## src/hw/rtl/baseline_peak_event_trigger_top_assert.svh

```systemverilog
// Assertion macros for the trigger top level.
// Each expects clk and rst_n in scope.
`ifndef BASELINE_PEAK_EVENT_TRIGGER_TOP_ASSERT_SVH
`define BASELINE_PEAK_EVENT_TRIGGER_TOP_ASSERT_SVH

// same-cycle implication
`define BPET_ASSERT_NOW(lbl, ante, cons, msg) \
  lbl: assert property (@(posedge clk) disable iff (!rst_n) (ante) |-> (cons)) \
    else $error(msg);

// next-cycle implication
`define BPET_ASSERT_NEXT(lbl, ante, cons, msg) \
  lbl: assert property (@(posedge clk) disable iff (!rst_n) (ante) |=> (cons)) \
    else $error(msg);

`endif

```

## src/hw/rtl/bpet_pkg.sv

```systemverilog
`default_nettype none

package bpet_pkg;

  // input field widths
  localparam int CH_W     = 10;
  localparam int SAMPLE_W = 12;
  localparam int TRIG_W   = 12;

  // in_tdata layout, lowest bit first
  localparam int CH_LSB    = 0;
  localparam int SMP_LSB   = CH_LSB + CH_W;
  localparam int TRG_LSB   = SMP_LSB + SAMPLE_W;
  localparam int IN_DATA_W = 40;

  localparam int OUT_DATA_W = 8;

  // threshold register, 1/16 count
  localparam int                 THR_W     = 16;
  localparam logic [THR_W-1:0]   THR_RESET = 16'd960;

  // what travels down the verdict pipe
  typedef enum logic {
    KIND_TEST = 1'b0,   // end of waveform, amplitude test
    KIND_MARK = 1'b1    // end of event, report and clear
  } kind_t;

endpackage

`default_nettype wire

```

## src/hw/rtl/baseline_peak_event_trigger_top.sv

```systemverilog
// Channel  | Ports                                  | Transaction
// ---------+----------------------------------------+-------------------------------
// input    | in_tvalid/in_tready/in_tdata/in_tuser/ | one sample or end-of-event
//          | in_tlast                               | marker
// result   | out_tvalid/out_tready/out_tdata        | keep/drop verdict per marker
// config   | cfg_we/cfg_wdata                       | threshold write, 1/16 count
//
// One transaction per clock unless back-pressure holds; a verdict shows on out_tvalid
// after its marker passes input register, accumulator, multiply stage, output register.
// Synchronous active-low reset clears the waveform state, the hit flag and all
// valid flags, and loads the threshold with 60.0 counts.
// Back-pressure builds only when an untaken verdict meets another marker at the
// multiply stage; bubbles in front of it still fill.
`default_nettype none

module baseline_peak_event_trigger_top #(
  parameter int SAMPLE_BITS     = 12,
  parameter int MAX_SAMPLES     = 2048,
  parameter int WIRES_PER_PLANE = 38,
  parameter int PLANES          = 6,
  parameter int PRETRACE_GAP    = 25,
  parameter int BASELINE_LEN    = 500
) (
  input  wire logic                           clk,
  input  wire logic                           rst_n,
  // input channel
  input  wire logic                           in_tvalid,
  output      logic                           in_tready,
  // [9:0] channel, [21:10] sample, [33:22] trigger_offset, rest zero
  input  wire logic [bpet_pkg::IN_DATA_W-1:0] in_tdata,
  // [0] mode
  input  wire logic                           in_tuser,
  input  wire logic                           in_tlast,      // last_sample
  // result channel
  output      logic                           out_tvalid,
  input  wire logic                           out_tready,
  // [0] keep_event, rest zero
  output      logic [bpet_pkg::OUT_DATA_W-1:0] out_tdata,
  // configuration
  input  wire logic                           cfg_we,
  input  wire logic [bpet_pkg::THR_W-1:0]     cfg_wdata
);

  // effective sample width after masking
  localparam int EFF_W  = (SAMPLE_BITS < bpet_pkg::SAMPLE_W) ? SAMPLE_BITS
                                                             : bpet_pkg::SAMPLE_W;
  localparam int IDX_W  = $clog2(MAX_SAMPLES);
  localparam int LEN_W  = $clog2(BASELINE_LEN + 1);
  // Sum saturates sticky once its top bit sets: from there on the amplitude
  // test is certainly passed, as the sum then exceeds n * 8192.
  localparam int SUM_W  = LEN_W + 14;
  localparam int CMP_W  = bpet_pkg::TRIG_W + 1;
  localparam int CHC_W  = bpet_pkg::CH_W + 1;
  localparam int MN_W   = EFF_W + LEN_W;
  localparam int TN_W   = bpet_pkg::THR_W + LEN_W;
  localparam int DIF_W  = SUM_W + 1;
  localparam int BEY_W  = bpet_pkg::THR_W + 1;
  localparam int MP1_W  = BEY_W - 4;
  localparam int GAP_LEN = PRETRACE_GAP + BASELINE_LEN;

  // ---------------- configuration ----------------
  logic [bpet_pkg::THR_W-1:0] thr_r;

  always_ff @(posedge clk) begin
    if (!rst_n) begin
      thr_r <= bpet_pkg::THR_RESET;
    end else if (cfg_we) begin
      thr_r <= cfg_wdata;
    end
  end

  // ---------------- handshake chain ----------------
  logic           v1_r, v2_r, v3_r;
  bpet_pkg::kind_t kind2_r, kind3_r;
  logic           out_valid_r;
  logic           out_keep_r;
  logic           out_free, go3, en3, en2, en1, fire3, take1, take_in;

  assign out_free = !out_valid_r || out_tready;
  // test items never need the output slot
  assign go3      = (kind3_r == bpet_pkg::KIND_TEST) || out_free;
  assign en3      = !v3_r || go3;
  assign en2      = !v2_r || en3;
  assign en1      = !v1_r || en2;
  assign fire3    = v3_r && go3;
  assign take1    = v1_r && en2;
  assign in_tready = en1;
  assign take_in  = in_tvalid && en1;

  // ---------------- stage 1: decode and register input ----------------
  logic [bpet_pkg::CH_W-1:0]     ch_in;
  logic [bpet_pkg::TRIG_W-1:0]   t_in, beg_in, end_in, n_full;
  logic                          used_in;

  logic                          mode1_r, used1_r, last1_r;
  logic [EFF_W-1:0]              s1_r;
  logic [bpet_pkg::TRIG_W-1:0]   t1_r, beg1_r, end1_r;
  logic [LEN_W-1:0]              n1_r;

  assign ch_in = in_tdata[bpet_pkg::CH_LSB +: bpet_pkg::CH_W];
  assign t_in  = in_tdata[bpet_pkg::TRG_LSB +: bpet_pkg::TRIG_W];

  // even planes only; negative channels drop out
  always_comb begin
    logic [CHC_W-1:0] chu;
    chu     = {1'b0, ch_in};
    used_in = 1'b0;
    for (int k = 0; k < PLANES; k += 2) begin
      if (!ch_in[bpet_pkg::CH_W-1] &&
          chu >= CHC_W'(k * WIRES_PER_PLANE) &&
          chu <  CHC_W'((k + 1) * WIRES_PER_PLANE)) begin
        used_in = 1'b1;
      end
    end
  end

  // baseline window [beg, end)
  assign beg_in = (t_in > bpet_pkg::TRIG_W'(GAP_LEN)) ?
                  t_in - bpet_pkg::TRIG_W'(GAP_LEN) : '0;
  assign end_in = (t_in > bpet_pkg::TRIG_W'(PRETRACE_GAP + 1)) ?
                  t_in - bpet_pkg::TRIG_W'(PRETRACE_GAP) : bpet_pkg::TRIG_W'(1);
  assign n_full = end_in - beg_in;

  always_ff @(posedge clk) begin
    if (!rst_n) begin
      v1_r <= 1'b0;
    end else if (en1) begin
      v1_r <= in_tvalid;
    end
  end

  always_ff @(posedge clk) begin
    if (take_in) begin
      mode1_r <= in_tuser;
      used1_r <= used_in;
      last1_r <= in_tlast;
      s1_r    <= in_tdata[bpet_pkg::SMP_LSB +: EFF_W];
      t1_r    <= t_in;
      beg1_r  <= beg_in;
      end1_r  <= end_in;
      n1_r    <= n_full[LEN_W-1:0];
    end
  end

  // ---------------- stage 2: waveform accumulator ----------------
  logic [IDX_W-1:0] sample_index_r, sample_index_nxt;
  logic [EFF_W-1:0] running_max_r, running_max_nxt, max_new;
  logic [SUM_W-1:0] window_sum_r, window_sum_nxt, sum_new;
  logic [CMP_W-1:0] pe;
  logic             in_win, pass2;

  logic [EFF_W-1:0] max2_r;
  logic [SUM_W-1:0] sum2_r;
  logic [LEN_W-1:0] n2_r;
  logic             beyond2_r;

  assign pe      = CMP_W'(sample_index_r);
  assign max_new = (sample_index_r == '0 || s1_r > running_max_r) ? s1_r : running_max_r;
  assign in_win  = (pe >= CMP_W'(beg1_r)) && (pe < CMP_W'(end1_r));
  assign sum_new = (!in_win || window_sum_r[SUM_W-1]) ? window_sum_r
                                                      : window_sum_r + SUM_W'(s1_r);
  // items that go on to the verdict pipe
  assign pass2   = mode1_r || (used1_r && last1_r);

  always_comb begin
    sample_index_nxt = sample_index_r;
    running_max_nxt  = running_max_r;
    window_sum_nxt   = window_sum_r;
    if (take1) begin
      if (mode1_r || (used1_r && last1_r)) begin
        sample_index_nxt = '0;
        running_max_nxt  = '0;
        window_sum_nxt   = '0;
      end else if (used1_r) begin
        running_max_nxt = max_new;
        window_sum_nxt  = sum_new;
        if (sample_index_r < IDX_W'(MAX_SAMPLES - 1)) begin
          sample_index_nxt = sample_index_r + 1'b1;
        end
      end
    end
  end

  always_ff @(posedge clk) begin
    if (!rst_n) begin
      sample_index_r <= '0;
      running_max_r  <= '0;
      window_sum_r   <= '0;
      v2_r           <= 1'b0;
    end else begin
      sample_index_r <= sample_index_nxt;
      running_max_r  <= running_max_nxt;
      window_sum_r   <= window_sum_nxt;
      if (en2) begin
        v2_r <= take1 && pass2;
      end
    end
  end

  always_ff @(posedge clk) begin
    if (take1 && pass2) begin
      kind2_r   <= mode1_r ? bpet_pkg::KIND_MARK : bpet_pkg::KIND_TEST;
      max2_r    <= max_new;
      sum2_r    <= sum_new;
      n2_r      <= n1_r;
      // trigger beyond waveform length (index + 1)
      beyond2_r <= CMP_W'(t1_r) > (pe + 1'b1);
    end
  end

  // ---------------- stage 3: products ----------------
  logic [MN_W-1:0]  mn2;
  logic [TN_W-1:0]  tn2;
  logic [MN_W-1:0]  mn3_r;
  logic [TN_W-1:0]  tn3_r;
  logic [EFF_W-1:0] max3_r;
  logic [SUM_W-1:0] sum3_r;
  logic             beyond3_r;

  assign mn2 = MN_W'(max2_r) * MN_W'(n2_r);
  assign tn2 = TN_W'(thr_r) * TN_W'(n2_r);

  always_ff @(posedge clk) begin
    if (!rst_n) begin
      v3_r <= 1'b0;
    end else if (en3) begin
      v3_r <= v2_r;
    end
  end

  always_ff @(posedge clk) begin
    if (en3 && v2_r) begin
      kind3_r   <= kind2_r;
      mn3_r     <= mn2;
      tn3_r     <= tn2;
      max3_r    <= max2_r;
      sum3_r    <= sum2_r;
      beyond3_r <= beyond2_r;
    end
  end

  // ---------------- stage 4: verdict, hit flag, output register ----------------
  logic signed [DIF_W-1:0] diff;
  logic [SUM_W-1:0]        mag;
  logic [MP1_W-1:0]        max_p1;
  logic                    above;
  logic                    event_hit_r, event_hit_nxt;
  logic                    out_valid_nxt;

  assign diff   = $signed(DIF_W'(mn3_r)) - $signed(DIF_W'(sum3_r[SUM_W-2:0]));
  assign mag    = diff[DIF_W-1] ? SUM_W'(-diff) : SUM_W'(diff);
  assign max_p1 = MP1_W'(max3_r) + 1'b1;

  always_comb begin
    if (beyond3_r) begin
      above = {max_p1, 4'b0000} > BEY_W'(thr_r);   // baseline taken as -1
    end else if (sum3_r[SUM_W-1]) begin
      above = 1'b1;
    end else begin
      above = {mag, 4'b0000} > (SUM_W + 4)'(tn3_r);
    end
  end

  always_comb begin
    event_hit_nxt = event_hit_r;
    out_valid_nxt = out_valid_r && !out_tready;
    if (fire3) begin
      if (kind3_r == bpet_pkg::KIND_MARK) begin
        event_hit_nxt = 1'b0;
        out_valid_nxt = 1'b1;
      end else if (above) begin
        event_hit_nxt = 1'b1;
      end
    end
  end

  always_ff @(posedge clk) begin
    if (!rst_n) begin
      event_hit_r <= 1'b0;
      out_valid_r <= 1'b0;
    end else begin
      event_hit_r <= event_hit_nxt;
      out_valid_r <= out_valid_nxt;
    end
  end

  always_ff @(posedge clk) begin
    if (fire3 && kind3_r == bpet_pkg::KIND_MARK) begin
      out_keep_r <= event_hit_r;
    end
  end

  assign out_tvalid = out_valid_r;
  assign out_tdata  = bpet_pkg::OUT_DATA_W'(out_keep_r);

  // ---------------- assertions ----------------
`include "baseline_peak_event_trigger_top_assert.svh"

  `BPET_ASSERT_NEXT(a_mark_clears_hit, fire3 && kind3_r == bpet_pkg::KIND_MARK, !event_hit_r, "hit flag survived an end-of-event marker")
  `BPET_ASSERT_NEXT(a_mark_gives_result, fire3 && kind3_r == bpet_pkg::KIND_MARK, out_valid_r, "end-of-event marker gave no verdict")
  `BPET_ASSERT_NEXT(a_marker_clears_wave, take1 && mode1_r, sample_index_r == '0 && running_max_r == '0 && window_sum_r == '0, "waveform state not cleared by marker")
  `BPET_ASSERT_NOW(a_index_saturates, v1_r || !v1_r, sample_index_r <= IDX_W'(MAX_SAMPLES - 1), "sample index past saturation")

endmodule

`default_nettype wire
```

## config.mk

```make
export PLATFORM = sky130hd
export DESIGN_NAME = baseline_peak_event_trigger_top
export DESIGN_NICKNAME = d
export VERILOG_FILES = /design/src/hw/rtl/bpet_pkg.sv /design/src/hw/rtl/baseline_peak_event_trigger_top.sv
export VERILOG_INCLUDE_DIRS = /design/src /design/src/hw/rtl
export SDC_FILE = /design/constraint.sdc
export NUM_CORES = 1
export LEC_CHECK = 0
export BUFFER_PORTS_ARGS = -buffer_cell sky130_fd_sc_hd__buf_2
export CORE_MARGIN = 3
export CORE_UTILIZATION = 40
export DETAILED_ROUTE_END_ITERATION = 8
export GPL_TIMING_DRIVEN = 0
export MAX_ROUTING_LAYER = met4
export SLEW_MARGIN = 20
export SYNTH_ARGS = -nofsm -noshare
export SYNTH_HDL_FRONTEND = slang
export SYNTH_SLANG_ARGS = --single-unit
```

## constraint.sdc

```tcl
create_clock -name clk -period 6.4 [get_ports clk]
set_input_delay 1.6 -clock clk [delete_from_list [all_inputs] [get_ports clk]]
set_output_delay 1.6 -clock clk [all_outputs]
set_load 0.02 [all_outputs]
```

==> impl_metrics.yaml, run 1 <==
yosys:
  synth.yosys.seq_area_share_pct: 32.5
  synth_common_cells: "307 x inv_1, 229 x nand2_1, 211 x ha_1, 190 x edfxtp_1, 173 x fa_1"
  synth-seq-cells: 257
  yosys_warnings: 0
  synth.top_cells.by_area: "edfxtp_1 26%, fa_1 16%, ha_1 12%, dfxtp_1 6.2%, inv_1 5.3%"
  avg_cell_area_syn_sq_um: 9.84
  number_of_cells_produced_by_synthesis: 2205
  ys_async_sr_fraction_pct: 0
  synth-edff-count: 190
  synth_top_area_share_pct: 26.3
  post_synth_num_cell_types: 80
  syn-cell-area_sq_um: 21700
  synthDominantAreaCellType: "edfxtp_1"
  synth_ff_type: "edfxtp_1"
  synth.most_common_cell: "inv_1"
setup_path:
  critical_path_buf_inv_count: 5
  crit_arrival_ps: 6400
  timing.critical_path.from_type: "flop"
  max_stage_delay_ps: 550
  critical-path-slowest-cell: "fa_1"
  most_used_cell_cp: "fa_1"
  worstPathMaxFanout: 10
  setup.worst_path.end_class: "flop"
  crit_path_cell_trace: "clkbuf_1 -> clkbuf_1 -> nand2_1 -> fa_1 -> inv_1 -> fa_1 -> inv_1 -> fa_1 -> fa_1 -> inv_1 -> ha_1 -> a21o_1 -> a21oi_1 -> o21ai_0 -> a41o_1 -> or4_1 -> a311o_1 -> o31ai_1 -> xnor2_1"
  worst-setup-path-type: "reg -> reg"
  worstPathRequired_ps: 6710
  crit_family: "adder cells"
sta:
  finalCritPeriodShare_pct: 95.1
  rsz0062_at_grt: "yes"
  timing_max_transition_violations_final: 0
  slew-limit-headroom_pct: 34.0
  finalCriticalPeriod_ps: 6080
  worst_pin_slew_ps: 981
  fmaxAchievable_mhz: 164
  timing.clock.skew_ps: 15.7
  setup_total_negative_slack_ps: 0
  final.setup.worst_slack_ps: 316
  report.final.setup_viol: 0
  finalHoldViolations: 0
layout:
  design.final.nets: 2755
  area.sequential_sq_um: 7050
  synthToLayoutAreaGrowth_pct: 11.1
  fill_cell_count: 5020
  post-route-util_pct: 45.4
  footprint_of_the_multi_input_gates_sq_um: 13200
  final_layout_size_suffix_gt1_share_pct: 7.46
run:
  maxCapViolations: 0
placement:
  port_buffers: 56
  dpl_worst_slack_ps: -281
  place_congestion: 0.912
  dp_hpwl_mm: 41.0
clock_tree:
  cts_num_sinks: 257
  cts_max_path_buffers: 3
  h-tree-depth: 1
  cts_tree: "yes"
  cts_inserted_buffers: 31
  worstSkewPairLatency_ps: 580
  root_buffer: "clkbuf_16"
  cts_hold_repair.buffers: 0
  worst_setup_hold_path_clk_slew_ps: 60
floorplanning:
  chipHeight_um: 239
  placement_rows: 84
  standard_cell_core_area_sq_um: 53100
  die_outline_area_sq_um: 57100
  floorplan.initialDensity_pct: 40.9
  die_x_um: 239
  top_level_ports: 73
routing:
  post-route-drc-count: 0
  post_drt_via_cell_ratio: 5.20
  dr.pass1.iters: 5
  drtAntennaViolNets: 0
  detail_route.wl_per_cell_um: 17.3
  wirelength_mm: 52.3
  detail_route.iter0.violations: 964
  num_vias: 15700
pwr:
  power_density_nw_per_um2: 308
  leakage_nw: 10.9
  irDropWorstVdd_mv: 0.228
grt:
  antenna_found_initial: 1
  grt_pass1_vias: 16400
  pin_count_of_the_biggest_net_entering_global_routing: 49
  top_usage_layer: "met2"
  grt_remaining_overflow: 0
  gr-usage-met1_pct: 24.5
  met3_usage_pct: 2.69
  grt.total_usage_pct: 19.5
  gr-usage-met2_pct: 33.1
  grt_pass1_wl_mm: 86.1
status:
  run_status: "completed"
min_path:
  hold_path.class: "reg -> reg"
logic make-up (layout without fill, tap and decap cells):
| logic type | after synthesis | count (layout) | synth area share [%] |
|---|---|---|---|
| buf+inv | 400 | 520 | 7.08 |
| compound gates | 352 | 352 | 11.0 |
| xor+xnor | 128 | 128 | 5.17 |
| simple gates | 664 | 664 | 15.2 |
| fa+ha+maj | 384 | 384 | 28.1 |
| other cells | 1 | 9 | 0.0173 |
| mux | 19 | 19 | 0.900 |
| flops | 257 | 257 | 32.5 |
metrics by stage:
stage          hold slack (ps)  std cells  power [mW]  area (sq um)
3_3_place_gp               401       2956        5.62         22900
6_report                   417       3021        7.42         24100
2_1_floorplan              400       2212        4.84         21700
4_1_cts                    419       3017        7.51         24000
5_1_grt                    425       3021        8.09         24100
3_5_place_dp               405       2961        5.69         23000
state kept, by name (all words and copies together), names as in the netlist, 9 cells and up:
register,flops
n1_r,9
tn3_r,25
thr_r,16
max2_r,12
running_max_r,12
max3_r,12
window_sum_r,23
mn3_r,21
sum2_r,23
n2_r,9
t1_r,12
s1_r,12
sample_index_r,11
end1_r,12
sum3_r,23
beg1_r,12
report_power, final:
group	leakage, nW	switching [mW]	internal [mW]
clock	0.493	0.722	1.04
sequential	2.29	0.0622	2.08
combinational	8.12	2.02	1.49
total	10.9	2.81	4.61
cells in the final DEF, fill, tap and decap left out, types with 9 or more instances in the layout:
cell,synthesis,layout
nand3_1,39,39
o211ai_1,9,9
o21ai_0,68,68
inv_1,307,307
fa_1,173,173
a22o_1,16,16
nand2b_1,21,21
buf_1,11,11
buf_4,8,12
ha_1,211,211
a211oi_1,10,9
nand4_1,17,17
edfxtp_1,190,190
clkbuf_1,71,59
clkbuf_2,1,14
mux2i_1,15,15
or2_2,10,10
xor2_1,51,51
dfxtp_1,67,67
o21a_1,24,24
a31oi_1,11,11
clkbuf_16,0,31
buf_2,2,58
nor4_1,12,12
nand2_1,229,229
o21bai_1,13,13
nor2b_1,16,15
a21oi_1,77,77
a21o_1,46,46
and2_1,133,132
nor2_1,109,108
xnor2_1,77,77
and3_1,22,22
nor3_1,26,26
final timing paths:
| check | start | endpoint | slack (ps) | depth (start not counted) |
|---|---|---|---|---|
| worst min-delay path | sum2_r[16] | sum3_r[16] | 420 | 0 |
| worst min register to register | sum2_r[16] | sum3_r[16] | 420 | 0 |
| worst max register to register | n2_r[8] | tn3_r[23] | 320 | 19 |
| worst max-delay path | n2_r[8] | tn3_r[23] | 320 | 19 |
layer usage:
layer	vias up	share of wire (%)
met2	352	49
met4	0	2.8
li1	7613	-
met3	87	5.0
met5	-	0
met1	7643	44
final cells by class:
class / instances / area share [%]
repair buffers: 66 / 1.88
well taps: 688 / 3.57
multi-input cells: 1555 / 54.7
inverters: 307 / 4.78
plain buffers: 90 / 1.61
clock buffers: 37 / 3.40
clock inverters: 20 / 0.846
flip-flops and latches: 257 / 29.2
diodes: 1 / 0.0104
timing repair:
item / in CTS / in global routing
hold endpoints to repair: 0 / 0
setup endpoints to repair: 2 / 6
resized for setup: 1 / 25
buffers inserted: 2 / 3
Note: power is estimated with default switching activity, not from simulation.
==> inputs of run 2 (changes only) <==
--- a/config.mk
+++ b/config.mk
@@ -8,11 +8,11 @@
 export LEC_CHECK = 0
 export BUFFER_PORTS_ARGS = -buffer_cell sky130_fd_sc_hd__buf_2
 export CORE_MARGIN = 3
-export CORE_UTILIZATION = 40
+export CORE_UTILIZATION = 54
 export DETAILED_ROUTE_END_ITERATION = 8
 export GPL_TIMING_DRIVEN = 0
 export MAX_ROUTING_LAYER = met4
-export SLEW_MARGIN = 20
+export PLACE_DENSITY = 0.71
 export SYNTH_ARGS = -nofsm -noshare
 export SYNTH_HDL_FRONTEND = slang
 export SYNTH_SLANG_ARGS = --single-unit
==> run 2 against run 1 <==
Utilization grew 15 points. Total power shrank 1.0%. Non-clock buffer count is the same. Combinational power is essentially flat. First-iteration DRC count grew 19%. Worst hold slack lost 12 ps. Via count grew 0.60%. Die area shrank 25%. Critical path depth shrank 2.
==> impl_metrics.yaml, run 2 (synthesis results as in run 1) <==
sta:
  timing_max_transition_violations_final: 0
  timing.clock.skew_ps: 39.8
  finalCritPeriodShare_pct: 96.7
  final.hold.worst_slack_ps: 405
  slew-limit-headroom_pct: 26.2
  report.final.setup_viol: 0
  rsz0062_at_grt: "yes"
  fmaxAchievable_mhz: 162
  finalCriticalPeriod_ps: 6190
  final.setup.worst_slack_ps: 209
  finalHoldViolations: 0
  worst_pin_slew_ps: 1090
placement:
  place_congestion: 0.906
  dp_hpwl_mm: 39.3
  detailed_place.area_sq_um: 22800
  port_buffers: 56
  dpl_worst_slack_ps: -243
grt:
  grt_remaining_overflow: 0
  grt.total_usage_pct: 25.1
  antenna_found_initial: 0
  grt_pass1_wl_mm: 82.6
  pin_count_of_the_biggest_net_entering_global_routing: 37
  grt_pass1_vias: 16300
floorplanning:
  placement_rows: 72
  top_level_ports: 73
  die_x_um: 206
  floorplan.initialDensity_pct: 55.4
  chipHeight_um: 206
  standard_cell_core_area_sq_um: 39200
  die_outline_area_sq_um: 42600
layout:
  fill_cell_count: 3346
  largest-register: "tn3_r"
  footprint_of_the_multi_input_gates_sq_um: 13200
  most-common-layout-cells: "307 x inv_1, 229 x nand2_1, 211 x ha_1"
  postLayoutCellArea_sq_um: 23800
  antenna-diode-count: 0
  most_common_cell_after_layout_fill_and_taps_aside: "inv_1"
  design.final.nets: 2752
  synthToLayoutAreaGrowth_pct: 9.61
  area.sequential_sq_um: 7050
  largest_register_ffs: 25
  post-route-util_pct: 60.7
  final_layout_size_suffix_gt1_share_pct: 6.66
clock_tree:
  cts_max_path_buffers: 3
  h-tree-depth: 1
  worstSkewPairLatency_ps: 600
  cts_inserted_buffers: 28
  cts_tree: "yes"
  root_buffer: "clkbuf_16"
  cts_num_sinks: 257
  worst_setup_hold_path_clk_slew_ps: 70
setup_path:
  critical-path-slowest-cell: "clkbuf_1"
  most_used_cell_cp: "fa_1"
  crit_arrival_ps: 6500
  worstPathRequired_ps: 6710
  worst-setup-path-type: "reg -> reg"
  setup.worst_path.end_class: "flop"
  worstPathMaxFanout: 10
  timing.critical_path.from_type: "flop"
  crit_path_cell_trace: "clkbuf_1 -> clkbuf_1 -> nand2_1 -> fa_1 -> inv_1 -> fa_1 -> fa_1 -> fa_1 -> ha_1 -> o21a_1 -> nor2_1 -> a21oi_1 -> a41o_1 -> or4_1 -> a311o_1 -> o31ai_1 -> xnor2_1"
  max_stage_delay_ps: 650
routing:
  post_drt_via_cell_ratio: 5.55
  detail_route.iter0.violations: 1143
  detail_route.wl_per_cell_um: 17.6
  post-route-drc-count: 0
  dr.pass1.iters: 7
  num_vias: 15800
  wirelength_mm: 50.2
  drtAntennaViolNets: 0
status:
  run_status: "completed"
pwr:
  leakage_nw: 10.8
  power_density_nw_per_um2: 309
  irDropWorstVdd_mv: 0.253
min_path:
  hold_path.class: "reg -> reg"
run:
  maxCapViolations: 0
## run 2: cell types whose count changed in the layout (fill, tap and decap cells not counted), sizes merged
cell,delta
bufinv,+1
clkbuf,+1
clkinv,-2
diode,-1
inv,-5
## run 2: worst max-delay path, delay by kind of cell, from the launching register on
family | cells | cell delay [ps]
buffers and inverters | 3 | 1200
flip-flops | 1 | 320
AO/OA/AOI/OAI | 5 | 1190
AND/OR/NAND/NOR | 3 | 700
XOR/XNOR | 1 | 110
adder cells (fa/ha/maj) | 5 | 2380
## run 2: timing repair
action / 4_1_cts / 5_1_grt
gates cloned: 0 / 0
hold buffers: 0 / 0
endpoints found under the setup margin: 2 / 7
gates resized for setup: 1 / 8
setup buffers: 0 / 5
## run 2: stage by stage
step	TNS (ps)	total power, mW	instances
after floorplan	0	4.84	2212
after global placement	-113950	5.56	2786
after detailed placement	-243	5.66	2791
after CTS	0	7.37	2840
after global routing	-95.8	7.95	2845
final	0	7.34	2845
## run 2: routing by layer
layer | wire, um | vias up | track usage, %
met5 | 0 | - | -
met2 | 24200 | 402 | 41.8
met4 | 1690 | 0 | 8.00
li1 | - | 7607 | -
met1 | 21600 | 7684 | 32.0
met3 | 2780 | 96 | 3.42
## run 2: power breakdown
group | total, mW | switching, mW | internal (mW)
registers | 2.14 | 0.0607 | 2.08
logic | 3.53 | 2.03 | 1.50
clock network | 1.67 | 0.679 | 0.986
total | 7.34 | 2.77 | 4.57
## run 2: path summary, 6_finish.rpt
kind / startpoint / endpoint / slack, ps / cells after the start
worst min register to register: sum2_r[2] / sum3_r[2] / 410 / 0
worst max-delay path: n2_r[6] / tn3_r[23] / 210 / 17
worst min-delay path: sum2_r[2] / sum3_r[2] / 410 / 0
worst max register to register: n2_r[6] / tn3_r[23] / 210 / 17
## run 2: area by class of cell
| class | count | share of cell area [%] |
|---|---|---|
| multi-input cells | 1555 | 55.4 |
| flip-flops and latches | 257 | 29.6 |
| inverters | 307 | 4.85 |
| clock buffers | 38 | 3.15 |
| well taps | 518 | 2.73 |
| repair buffers | 66 | 1.82 |
| plain buffers | 90 | 1.58 |
| clock inverters | 14 | 0.868 |
==> inputs of run 3 (changes only) <==
--- a/config.mk
+++ b/config.mk
@@ -7,12 +7,13 @@
 export NUM_CORES = 1
 export LEC_CHECK = 0
 export BUFFER_PORTS_ARGS = -buffer_cell sky130_fd_sc_hd__buf_2
+export CAP_MARGIN = 20
 export CORE_MARGIN = 3
 export CORE_UTILIZATION = 54
 export DETAILED_ROUTE_END_ITERATION = 8
 export GPL_TIMING_DRIVEN = 0
 export MAX_ROUTING_LAYER = met4
-export PLACE_DENSITY = 0.71
+export PLACE_DENSITY = 0.81
 export SYNTH_ARGS = -nofsm -noshare
 export SYNTH_HDL_FRONTEND = slang
 export SYNTH_SLANG_ARGS = --single-unit
==> run 3 against run 2 <==
Total power increased by 0.19%. Utilization is 0.099 points lower. Register-to-register slack improved by 80 ps. Flip-flop and latch count is the same. Critical path depth is the same. Cell area decreased by 0.16%. Routed wire length fell by 0.78%. Worst hold slack improved by 8.6 ps. Fmax is 1.3% higher. Cell count unchanged. Sequential share of layout area hardly changed. Clock skew shrank 18 ps.
==> impl_metrics.yaml, run 3 (synthesis results as in run 1) <==
floorplanning:
  standard_cell_core_area_sq_um: 39200
  chipHeight_um: 206
  top_level_ports: 73
  placement_rows: 72
  floorplan.initialDensity_pct: 55.4
  die_x_um: 206
  die_outline_area_sq_um: 42600
sta:
  finalCriticalPeriod_ps: 6110
  rsz0062_at_grt: "no"
  finalCritPeriodShare_pct: 95.5
  fmaxAchievable_mhz: 164
  slew-limit-headroom_pct: 35.5
  timing_max_transition_violations_final: 0
  report.final.setup_viol: 0
  setup_total_negative_slack_ps: 0
  worst_pin_slew_ps: 959
  timing.clock.skew_ps: 21.9
  final.hold.worst_slack_ps: 414
  finalHoldViolations: 0
grt:
  met3_usage_pct: 3.54
  top_usage_layer: "met2"
  pin_count_of_the_biggest_net_entering_global_routing: 45
  grt_pass1_vias: 16700
  gr-usage-met2_pct: 42.8
  antenna_found_initial: 1
  grt_remaining_overflow: 0
  grt.total_usage_pct: 24.9
  gr-usage-met1_pct: 30.0
  grt_pass1_wl_mm: 82.8
pwr:
  report.power.total_mw: 7.35
  irDropWorstVdd_mv: 0.299
  power_density_nw_per_um2: 310
  leakage_nw: 10.8
placement:
  place_congestion: 0.930
  dp_hpwl_mm: 39.2
  port_buffers: 56
setup_path:
  worstPathRequired_ps: 6720
  crit_arrival_ps: 6430
  setup.worst_path.end_class: "flop"
  worst-setup-path-type: "reg -> reg"
  worstPathMaxFanout: 10
  timing.critical_path.from_type: "flop"
routing:
  post_drt_via_cell_ratio: 5.68
  wirelength_mm: 49.8
  dr.pass1.iters: 6
  detail_route.wl_per_cell_um: 17.5
  detail_route.iter0.violations: 1137
  post-route-drc-count: 0
  drtAntennaViolNets: 0
  num_vias: 16200
layout:
  synthToLayoutAreaGrowth_pct: 9.43
  most-common-layout-cells: "307 x inv_1, 229 x nand2_1, 211 x ha_1"
  final_layout_size_suffix_gt1_share_pct: 6.92
  most_common_cell_after_layout_fill_and_taps_aside: "inv_1"
  design.final.nets: 2752
  largest_register_ffs: 25
  largest-register: "tn3_r"
  antenna-diode-count: 0
clock_tree:
  worstSkewPairLatency_ps: 570
  cts_tree: "yes"
  cts_inserted_buffers: 28
  worst_setup_hold_path_clk_slew_ps: 60
  cts_num_sinks: 257
  root_buffer: "clkbuf_16"
  cts_max_path_buffers: 3
  cts_hold_repair.buffers: 0
  h-tree-depth: 1
min_path:
  hold_path.class: "reg -> reg"
run:
  maxCapViolations: 0
status:
  run_status: "completed"
## run 3: layout make-up
cell class              count  area, sq um
repair buffers             66          428
well taps                 518          648
flip-flops and latches    257         7050
fillers                  3160        15500
inverters                 307         1150
clock buffers              35          768
plain buffers              90          379
multi-input cells        1555        13200
clock inverters            17          155
## run 3: per-stage QoR
step                      std cells  util, %  worst slack, ps  cell area (sq um)
after floorplan                2212        -              397              21700
after global placement         2786     57.8            -1250              22600
after detailed placement       2792     58.1            -99.3              22800
after CTS                      2844     60.5             4.17              23700
after global routing           2845     60.6             13.8              23700
final                          2845     60.6              286              23700
## run 3: where the power goes
group	switching, mW	internal, mW	total (mW)
registers	0.0628	2.08	2.15
clock network	0.679	0.937	1.62
logic	2.09	1.50	3.59
total	2.83	4.52	7.35
## run 3: timing repair
item | CTS | global route
setup endpoints to repair | 1 | 6
buffers inserted | 0 | 3
resized for setup | 1 | 11
## run 3: layer usage
metal	up-vias	share of wire [%]	wire, um
li1	7601	-	-
met1	7866	40	19800
met2	572	50	25000
met3	133	6.3	3130
met4	0	3.9	1950
met5	-	0	0
## run 3: final timing paths
kind	from	to	slack, ps	cells past startpoint
setup reg to reg	n2_r[6]	tn3_r[23]	290	17
setup / recovery	n2_r[6]	tn3_r[23]	290	17
hold / removal	n1_r[5]	n2_r[5]	410	0
hold reg to reg	n1_r[5]	n2_r[5]	410	0
## run 3: critical path, stage by stage, from the launching register on
cell,delay (ps)
edfxtp_1,320
clkbuf_1,520
clkbuf_1,580
nand2_1,150
fa_1,510
inv_1,60
fa_1,520
fa_1,520
fa_1,500
ha_1,350
o21a_1,200
nor2_1,80
a21oi_1,90
a41o_1,310
or4_1,450
a311o_1,330
o31ai_1,290
xnor2_1,100
